--- src/rtl/core/lvs_pkg.sv ---
`default_nettype none
package lvs_pkg;
	localparam int unsigned MAX_WIDTH_DEF  = 4096;
	localparam int unsigned MAX_HEIGHT_DEF = 4096;
	localparam int unsigned FRAC_BITS_DEF  = 8;
	localparam int unsigned VAR_W = 28;
	localparam int unsigned CNT_W = 25;
	localparam int unsigned SUM_W = 35;
	localparam int unsigned SQ_W  = 45;
	localparam int unsigned DIM_W = 13;
	localparam int unsigned POS_W = 12;
	localparam int unsigned LAP_W = 11;
	localparam int unsigned NUM_W = 128;

	localparam logic [2:0] REG_FRAME_WIDTH  = 3'd0;
	localparam logic [2:0] REG_FRAME_HEIGHT = 3'd1;
	localparam logic [2:0] REG_ROI_LEFT     = 3'd2;
	localparam logic [2:0] REG_ROI_TOP      = 3'd3;
	localparam logic [2:0] REG_ROI_WIDTH    = 3'd4;
	localparam logic [2:0] REG_ROI_HEIGHT   = 3'd5;

	typedef enum logic [2:0] {
		ST_RUN, ST_PIX, ST_MUL, ST_SUB, ST_DIV, ST_OUT
	} state_t;

	typedef struct packed {
		logic take_pixel;
		logic step_pixel;
		logic start_math;
		logic mul_step;
		logic sub_step;
		logic div_step;
		logic out_load;
	} cmd_t;

	typedef struct packed {
		logic frame_end;
		logic mul_last;
		logic div_last;
	} sts_t;
endpackage
`default_nettype wire

--- src/rtl/core/lvs_ctrl.sv ---
`default_nettype none
module lvs_ctrl
	import lvs_pkg::*;
(
	input  wire  clk,
	input  wire  arst_n,
	input  wire  in_valid,
	output logic in_stall,
	output logic out_valid,
	input  wire  out_stall,
	input  sts_t sts,
	output cmd_t cmd
);
	state_t state_q, state_n;
	logic   valid_q;

	always_comb begin
		state_n = state_q;
		case (state_q)
			ST_RUN: if (in_valid) state_n = ST_PIX;
			ST_PIX: state_n = sts.frame_end ? ST_MUL : ST_RUN;
			ST_MUL: if (sts.mul_last) state_n = ST_SUB;
			ST_SUB: state_n = ST_DIV;
			ST_DIV: if (sts.div_last) state_n = ST_OUT;
			ST_OUT: if (!valid_q || !out_stall) state_n = ST_RUN;
			default: state_n = ST_RUN;
		endcase
	end

	always_comb begin
		cmd = '0;
		in_stall = 1'b1;
		case (state_q)
			ST_RUN: begin
				in_stall = 1'b0;
				cmd.take_pixel = in_valid;
			end
			ST_PIX: begin
				cmd.step_pixel = 1'b1;
				cmd.start_math = sts.frame_end;
			end
			ST_MUL: cmd.mul_step = 1'b1;
			ST_SUB: cmd.sub_step = 1'b1;
			ST_DIV: cmd.div_step = 1'b1;
			ST_OUT: cmd.out_load = !valid_q || !out_stall;
			default: ;
		endcase
	end

	assign out_valid = valid_q;

	always_ff @(posedge clk or negedge arst_n) begin
		if (!arst_n) begin
			state_q <= ST_RUN;
			valid_q <= 1'b0;
		end else begin
			state_q <= state_n;
			if (cmd.out_load) valid_q <= 1'b1;
			else if (!out_stall) valid_q <= 1'b0;
		end
	end
endmodule
`default_nettype wire

--- config.mk ---
export PLATFORM = sky130hd
export DESIGN_NAME = lvs_ctrl
export DESIGN_NICKNAME = d
export VERILOG_FILES = /design/src/rtl/core/lvs_pkg.sv /design/src/rtl/core/lvs_ctrl.sv
export SDC_FILE = /design/constraint.sdc
export NUM_CORES = 1
export LEC_CHECK = 0
export BUFFER_PORTS_ARGS = -buffer_cell sky130_fd_sc_hd__buf_2
export CAP_MARGIN = 10
export CORE_AREA = 2 2 39 41
export DETAILED_ROUTE_END_ITERATION = 7
export DIE_AREA = 0 0 41 43
export GPL_ROUTABILITY_DRIVEN = 0
export RECOVER_POWER = 100
export SLEW_MARGIN = 20
export SYNTH_ARGS = -nofsm -noshare
export SYNTH_HDL_FRONTEND = slang
export SYNTH_SLANG_ARGS = --single-unit
--- constraint.sdc ---
create_clock -name clk -period 1.9 [get_ports clk]
set_input_delay 0.285 -clock clk [delete_from_list [all_inputs] [get_ports clk]]
set_output_delay 0.285 -clock clk [all_outputs]
set_load 0.02 [all_outputs]
==> results_dict.tcl, run 1 <==
set metrics [dict create \
    drive_gt1_share_pct 25.00 \
    rsz0062_at_grt "no" \
    clk-insertion-delay-late_ns 0.23 \
    grt_max_degree 11 \
    final_net_count 53 \
    maxCapViolCount 0 \
    cts-resized-gates 0 \
    min_from "out_stall" \
    cp-end-kind "output pin" \
    clk_pin_slew_worst_paths_ns 0.04 \
    pwr_density_cell_nw_per_um2 1678 \
    startpoint "state_q[0]" \
    wl_um 594 \
    worstSetupPathType "reg2out" \
    diodes 0 \
    grt_overflow 0 \
    stdcell_count 60 \
    die_h_um 43 \
    row_count 14 \
    vias 240 \
    min_period_ns 1.686 \
    clockBufferDepth 2 \
    clock-sinks 4 \
    routed_via_density 4.000 \
    start_util_pct 18.90 \
    antenna_found_initial 0 \
    setup_violations 0 \
    critPathRequiredTime_ns 1.62 \
    ir_worst_vdd_uv 629.5 \
    num-fill-cells 157 \
    maxSlewHeadroom_pct 80.30 \
    grt_pass1_wl_um 890 \
    crit_chain "or3_1 -> nor2_2 -> clkbuf_1" \
    port_buffers 15 \
    drc 0 \
    grt_pass1_vias 216 \
    synth-warning-count 0 \
    synthDistinctLibCells 19 \
    ys_seq_area_share_pct 38.28 \
    status "completed" \
    avgSynthCellArea_sq_um 10.06 \
    fp.dieW_um 41 \
    finalCritPeriodShare_pct 88.76 \
    core_sq_um 1384 \
    hold_path.class "in2reg" \
    firstDrtPassIters 4 \
    critical-path-max-stage-delay_ns 0.44 \
    hold_viol 0 \
    wl_per_cell_um 9.900 \
    fmax_mhz 593.0 \
    cts_tree "done" \
    cts_made_buffers 3 \
    slowest_stage "dfrtp_1" \
    cp.arrival_ns 1.40 \
    cp_num_buf_inv 1 \
    htreeDepth 1 \
    layout_commonest_cell "clkbuf_1" \
    leakage_nw 0.1657 \
    num_io_pins 16 \
    tightest_slew_ns 0.2955 \
    cpLargestDelayFamily "simple AND/OR/NAND/NOR gates" \
    layout_common_cells "clkbuf_1 (9), buf_2 (6), dfrtp_1 (4)" \
    cts_root_buffer "clkbuf_4" \
    syn_nets 33 \
    worstPathMaxFanout 9 \
    slew_violations 0 \
    cp-start-kind "flop" \
    netlist_area_sq_um 261.5 \
    r2r_start "state_q[2]" \
    grt.total_usage_pct 8.032 \
    dp.cells 56 \
    ys_ff_latch 4 \
    die-area_sq_um 1763 \
    drt_iter0_markers 2 \
    syn_to_final_growth_pct 38.28 \
    fin_worst_skew_ns 0.0002026 \
    setup_tns_ns 0 \
    syn_inst 26 \
    antenna_left 0 \
]
-- cell families after synthesis --
group | after synthesis | share of synthesized area (%)
AOI/OAI and AO/OA | 4 | 11.01
DFF | 4 | 38.28
muxes | 1 | 3.828
and+or+nand+nor | 14 | 39.71
buffers and inverters | 3 | 7.178
-- state kept, by name, indices dropped and copies added, names as in the netlist --
signal	cells
out_valid	1
state_q	3
-- area by class of cell --
| class | count | area, sq um | area share [%] |
|---|---|---|---|
| Clock buffer | 3 | 22.52 | 6.228 |
| Inverter | 2 | 7.507 | 2.076 |
| Timing Repair Buffer | 16 | 73.82 | 20.42 |
| Tap cell | 16 | 20.02 | 5.536 |
| Multi-Input combinational cell | 19 | 137.6 | 38.06 |
| Sequential cell | 4 | 100.1 | 27.68 |
-- what timing repair did --
item,4_1_cts,5_1_grt
endpoints found under the hold margin,4,0
buffers inserted,0,0
hold buffers,1,0
-- layer usage --
metal | global-route usage, % | up-vias | share of wire (%)
met5 | 0 | - | 0
met4 | 8.000 | 0 | 0
met3 | 3.141 | 0 | 12
met2 | 8.750 | 14 | 37
met1 | 10.93 | 98 | 51
li1 | - | 128 | -
-- final timing paths --
kind,end,slack [ns],cells after the start
max reg2reg,state_q[1],0.82,2
min in group asynchronous,state_q[2],0.42,2
min,out_valid,0.31,3
max,cmd[6],0.21,3
min reg2reg,out_valid,0.55,2
max in group asynchronous,state_q[0],1.28,2
-- per-stage QoR --
step | hold slack [ns] | power [mW] | area [sq um] | setup slack [ns] | util (%)
floorplan | -0.01059 | 0.4452 | 261.5 | 0.5491 | -
global placement | 0.09531 | 0.5300 | 345.3 | 0.5453 | 24.95
detailed placement | 0.1032 | 0.5353 | 345.3 | 0.5309 | 24.95
CTS | 0.2942 | 0.6528 | 377.9 | 0.2674 | 27.31
global route | 0.3224 | 0.6657 | 361.6 | 0.1308 | 26.13
finish | 0.3071 | 0.6068 | 361.6 | 0.2136 | 26.13
-- where the power goes --
part	total, mW	leakage, nW	internal, mW	switching [mW]
Clock	0.106	0.0138	0.0707	0.0356
Sequential	0.186	0.0527	0.121	0.0649
Combinational	0.314	0.0992	0.131	0.183
Total	0.607	0.166	0.323	0.284
-- worst min-delay path: stages --
cell and delay, ns:
buf_2 0.09, nand2_1 0.07, nand2_1 0.06
-- synthesized netlist by cell type, drive strengths merged --
library cell | n | area share (%)
nand2b | 1 | 2.4
o21bai | 1 | 2.9
buf | 1 | 4.3
dfrtp | 4 | 38
nor2 | 2 | 3.8
nand2 | 2 | 2.9
o221ai | 1 | 3.3
nand3b | 1 | 2.9
mux2i | 1 | 3.8
a21boi | 1 | 2.9
a21oi | 1 | 1.9
and3b | 1 | 3.8
inv | 2 | 2.9
and4bb | 1 | 4.8
or3 | 1 | 4.3
nor3b | 2 | 5.7
nand4bb | 1 | 4.3
or2 | 2 | 4.8
(Power assumes the default switching activity.)
==> run 2: changes to the inputs <==
Settings changed: PLACE_DENSITY set to 0.5.
==> run 2 against run 1 <==
  * Die area unchanged
  * Core utilization unchanged
  * Design area unchanged
  * Critical path depth unchanged
  * Largest power group unchanged
==> results_dict.tcl, run 2 (synthesized netlist as in run 1, its figures left out) <==
set metrics [dict create \
    antenna_left 0 \
    num-fill-cells 158 \
    setup_ws_ns 0.1978 \
    final_net_count 53 \
    postCtsSetupBuffers 0 \
    top_register "state_q" \
    regArea_sq_um 100.1 \
    diodes 0 \
    r2r_start "state_q[2]" \
    routed_via_density 4.150 \
    status "completed" \
    wl_per_cell_um 9.917 \
    core_sq_um 1384 \
    finalCritPeriodShare_pct 89.59 \
    dp.cells 56 \
    tightest_slew_ns 0.2995 \
    hold_viol 0 \
    clockBufferDepth 2 \
    worstSetupPathType "reg2out" \
    port_buffers 15 \
    layout_commonest_cell "clkbuf_1" \
    die-area_sq_um 1763 \
    worstPathMaxFanout 9 \
    drt_iter0_markers 13 \
    num_io_pins 16 \
    rsz0062_at_grt "no" \
    grt_max_degree 11 \
    total_power_mw 0.6107 \
    cts_root_buffer "clkbuf_4" \
    pwr_density_cell_nw_per_um2 1689 \
    fin_worst_skew_ns 0.0007845 \
    rr_endpoint "state_q[1]" \
    p_sw_share_pct 47.11 \
    hold_depth 3 \
    cts_tree "done" \
    r2r.worst_path.cells 2 \
    cp.arrival_ns 1.42 \
    internal_power_mw 0.3230 \
    cts_made_buffers 3 \
    start_util_pct 18.90 \
    ir_worst_vdd_uv 447.5 \
    grt_pass1_wl_um 972 \
    min_from "out_stall" \
    antenna_found_initial 0 \
    firstDrtPassIters 4 \
    setup_tns_ns 0 \
    slew_violations 0 \
    syn_to_final_growth_pct 38.28 \
    grt_overflow 0 \
    dpl_cell_area_sq_um 345.3 \
    row_count 14 \
    grt.total_usage_pct 8.451 \
    p_comb_share_pct 52.0 \
    hold_end "out_valid" \
    cp-start-kind "flop" \
    fp.dieW_um 41 \
    seqPwrFrac_pct 31.0 \
    hold_path.class "in2reg" \
    multi_input_area_sq_um 137.6 \
    drive_gt1_share_pct 25.00 \
    setup_violations 0 \
    wl_um 595 \
    ff2ff_setup_slack_ns 0.81 \
    largest_register_ffs 3 \
    fmax_mhz 587.5 \
    layout_common_cells "clkbuf_1 (9), buf_2 (6), dfrtp_1 (4)" \
    design_area_sq_um 361.6 \
    critPathRequiredTime_ns 1.62 \
    switchingPower_mw 0.2877 \
    leakage_nw 0.1657 \
    fin_util_pct 26.13 \
    clk-insertion-delay-late_ns 0.23 \
    grt_pass1_vias 235 \
    maxCapViolCount 0 \
    min_period_ns 1.702 \
    clock-sinks 4 \
    cp-end-kind "output pin" \
    drc 0 \
    holdWs_ns 0.3204 \
    stdcell_count 60 \
    die_h_um 43 \
    htreeDepth 1 \
    dp_slack_ns 0.5300 \
    clk_pin_slew_worst_paths_ns 0.04 \
    maxSlewHeadroom_pct 80.04 \
    pwr-share-clk_pct 17.0 \
    vias 249 \
]
-- run 2: cell counts in the layout (fill, tap and decap cells not counted) --
No cell type changed its count.
-- run 2: repair_timing --
action,in CTS,in global routing
resized for setup,0,0
hold buffers,1,0
hold endpoints to repair,4,0
-- run 2: area by class of cell --
type | instances | share of cell area, %
well taps | 16 | 5.536
repair buffers | 16 | 20.42
inverters | 2 | 2.076
flip-flops and latches | 4 | 27.68
clock buffers | 3 | 6.228
multi-input cells | 19 | 38.06
-- run 2: worst max-delay path, stage by stage (launching register included) --
cell and delay, ns:
dfrtp_1 0.44, or3_1 0.43, nor2_2 0.09, clkbuf_1 0.23
-- run 2: power by group through the flow --
stage | Sequential [mW] | Clock (mW) | Combinational, mW
after floorplan | 0.164 | 0 | 0.281
after detailed placement | 0.191 | 0 | 0.348
final | 0.189 | 0.104 | 0.318
after global placement | 0.192 | 0 | 0.348
after CTS | 0.191 | 0.111 | 0.351
after global routing | 0.201 | 0.115 | 0.345
-- run 2: worst max path at each step --
stage | cells past startpoint | slack, ns | start | to
finish | 3 | 0.20 | state_q[0] | cmd[6]
global route | 3 | 0.13 | state_q[0] | cmd[6]
CTS | 3 | 0.28 | state_q[0] | cmd[6]
detailed placement | 3 | 0.53 | state_q[0] | cmd[6]
global placement | 3 | 0.53 | state_q[0] | cmd[6]
floorplan | 3 | 0.55 | state_q[2] | cmd[6]
-- run 2: layer usage --
metal / global-route usage, % / vias up / share of wire (%)
met1: 11.65 / 103 / 51
met3: 5.236 / 0 / 15
li1: - / 127 / -
met2: 10.94 / 19 / 35
met5: 0 / - / 0
met4: 2.000 / 0 / 0
==> run 3: changes to the inputs <==
Settings changed: CORE_AREA 2 2 39 41 to 3 3 40 42, DIE_AREA 0 0 41 43 to 0 0 43 45.
==> run 3 against run 2 <==
  * Flip-flop and latch count unchanged
  * Die area increased by 9.8%
  * Non-clock buffer count unchanged
  * Combinational power decreased by 1%
  * Count of clock-buffer cells in the layout unchanged
==> results_dict.tcl, run 3 (synthesized netlist as in run 1, its figures left out) <==
set metrics [dict create \
    worstSetupPathType "reg2out" \
    critPathRequiredTime_ns 1.62 \
    grt.total_usage_pct 7.441 \
    die-area_sq_um 1935 \
    clockBufferDepth 2 \
    drc 0 \
    num-fill-cells 145 \
    cts_tree "done" \
    ff2ff_setup_slack_ns 0.81 \
    antenna_found_initial 0 \
    grt_pass1_wl_um 1014 \
    grt_pass1_vias 233 \
    antenna_left 0 \
    clock-sinks 4 \
    rr_endpoint "state_q[1]" \
    fin_util_pct 28.04 \
    clk_pin_slew_worst_paths_ns 0.04 \
    cts_made_buffers 3 \
    leakage_nw 0.1657 \
    drive_gt1_share_pct 25.00 \
    cts-resized-gates 0 \
    pwr_density_cell_nw_per_um2 1684 \
    holdWs_ns 0.3013 \
    final_net_count 53 \
    row_count 13 \
    dp.cells 55 \
    vias 248 \
    hold_viol 0 \
    drt_iter0_markers 0 \
    routed_via_density 4.203 \
    layout_commonest_cell "clkbuf_1" \
    r2r_start "state_q[2]" \
    largest_register_ffs 3 \
    setup_violations 0 \
    worstPathMaxFanout 9 \
    rsz0062_at_grt "no" \
    dpl_cell_area_sq_um 344.1 \
    fmax_mhz 591.5 \
    htreeDepth 1 \
    r2r.worst_path.cells 2 \
    maxSlewHeadroom_pct 79.94 \
    worstSetupEndpoint "cmd[6]" \
    cts_root_buffer "clkbuf_4" \
    diodes 0 \
    setup_tns_ns 0 \
    fp.dieW_um 43 \
    syn_to_final_growth_pct 37.80 \
    stdcell_count 59 \
    startpoint "state_q[0]" \
    start_util_pct 20.35 \
    num_io_pins 16 \
    cp.arrival_ns 1.41 \
    layout_common_cells "clkbuf_1 (9), buf_2 (6), dfrtp_1 (4)" \
    min_period_ns 1.691 \
    postCtsSetupBuffers 0 \
    wl_um 608 \
    wl_per_cell_um 10.31 \
    cp-end-kind "output pin" \
    maxCapViolCount 0 \
    core_sq_um 1285 \
    status "completed" \
    tightest_slew_ns 0.3009 \
    ir_worst_vdd_uv 522.1 \
    die_h_um 45 \
    cp-start-kind "flop" \
    slew_violations 0 \
    fin_worst_skew_ns 0.002095 \
    clk-insertion-delay-late_ns 0.24 \
    grt_overflow 0 \
    port_buffers 15 \
    finalCritPeriodShare_pct 88.98 \
    top_register "state_q" \
    design_area_sq_um 360.3 \
    firstDrtPassIters 1 \
    hpwl_um 450.6 \
    grt_max_degree 11 \
    hold_path.class "in2reg" \
]
==> run 3: cell counts in the layout (fill, tap and decap cells not counted) <==
Identical to the previous run, type by type.
==> run 3: timing repair <==
action / 4_1_cts / 5_1_grt
endpoints found under the hold margin: 4 / 0
hold buffers: 1 / 0
endpoints found under the setup margin: 0 / 0
==> run 3: final cells by class <==
| type | count | area [sq um] | share of cell area, % |
|---|---|---|---|
| tap | 15 | 18.77 | 5.208 |
| clock buffer | 3 | 22.52 | 6.250 |
| multi-input combinational | 19 | 137.6 | 38.19 |
| timing repair buffer | 16 | 73.82 | 20.49 |
| sequential | 4 | 100.1 | 27.78 |
| inverter | 2 | 7.507 | 2.083 |
==> run 3: worst min path at each step <==
stage / slack [ns] / end / from / depth (start not counted)
3_5_place_dp: 0.1 / out_valid / arst_n / 1
6_report: 0.30 / out_valid / out_stall / 3
5_1_grt: 0.33 / out_valid / out_stall / 3
3_3_place_gp: 0.1 / out_valid / arst_n / 1
2_1_floorplan: -0.01 / out_valid / arst_n / 0
4_1_cts: 0.30 / out_valid / out_stall / 3
==> run 3: layer usage <==
metal	vias to the layer above	GRT usage, %	wire length, um
met2	12	9.581	252
met3	0	3.586	71
li1	128	-	-
met5	-	0	0
met4	0	5.422	0
met1	108	9.512	283
==> run 3: critical path: stages, from the launching register on <==
cell and delay, ns:
dfrtp_1 0.44, or3_1 0.42, nor2_2 0.08, clkbuf_1 0.23
==> run 3: stage by stage <==
stage,worst slack (ns),power (mW)
2_1_floorplan,0.5491,0.4452
3_3_place_gp,0.5405,0.5363
3_5_place_dp,0.5341,0.5362
4_1_cts,0.2729,0.6514
5_1_grt,0.1268,0.6617
6_report,0.2094,0.6067
==> run 3: power by group <==
group	total [mW]	internal (mW)	switching, mW
clock network	0.107	0.0707	0.0358
registers	0.186	0.121	0.0651
logic	0.314	0.131	0.183
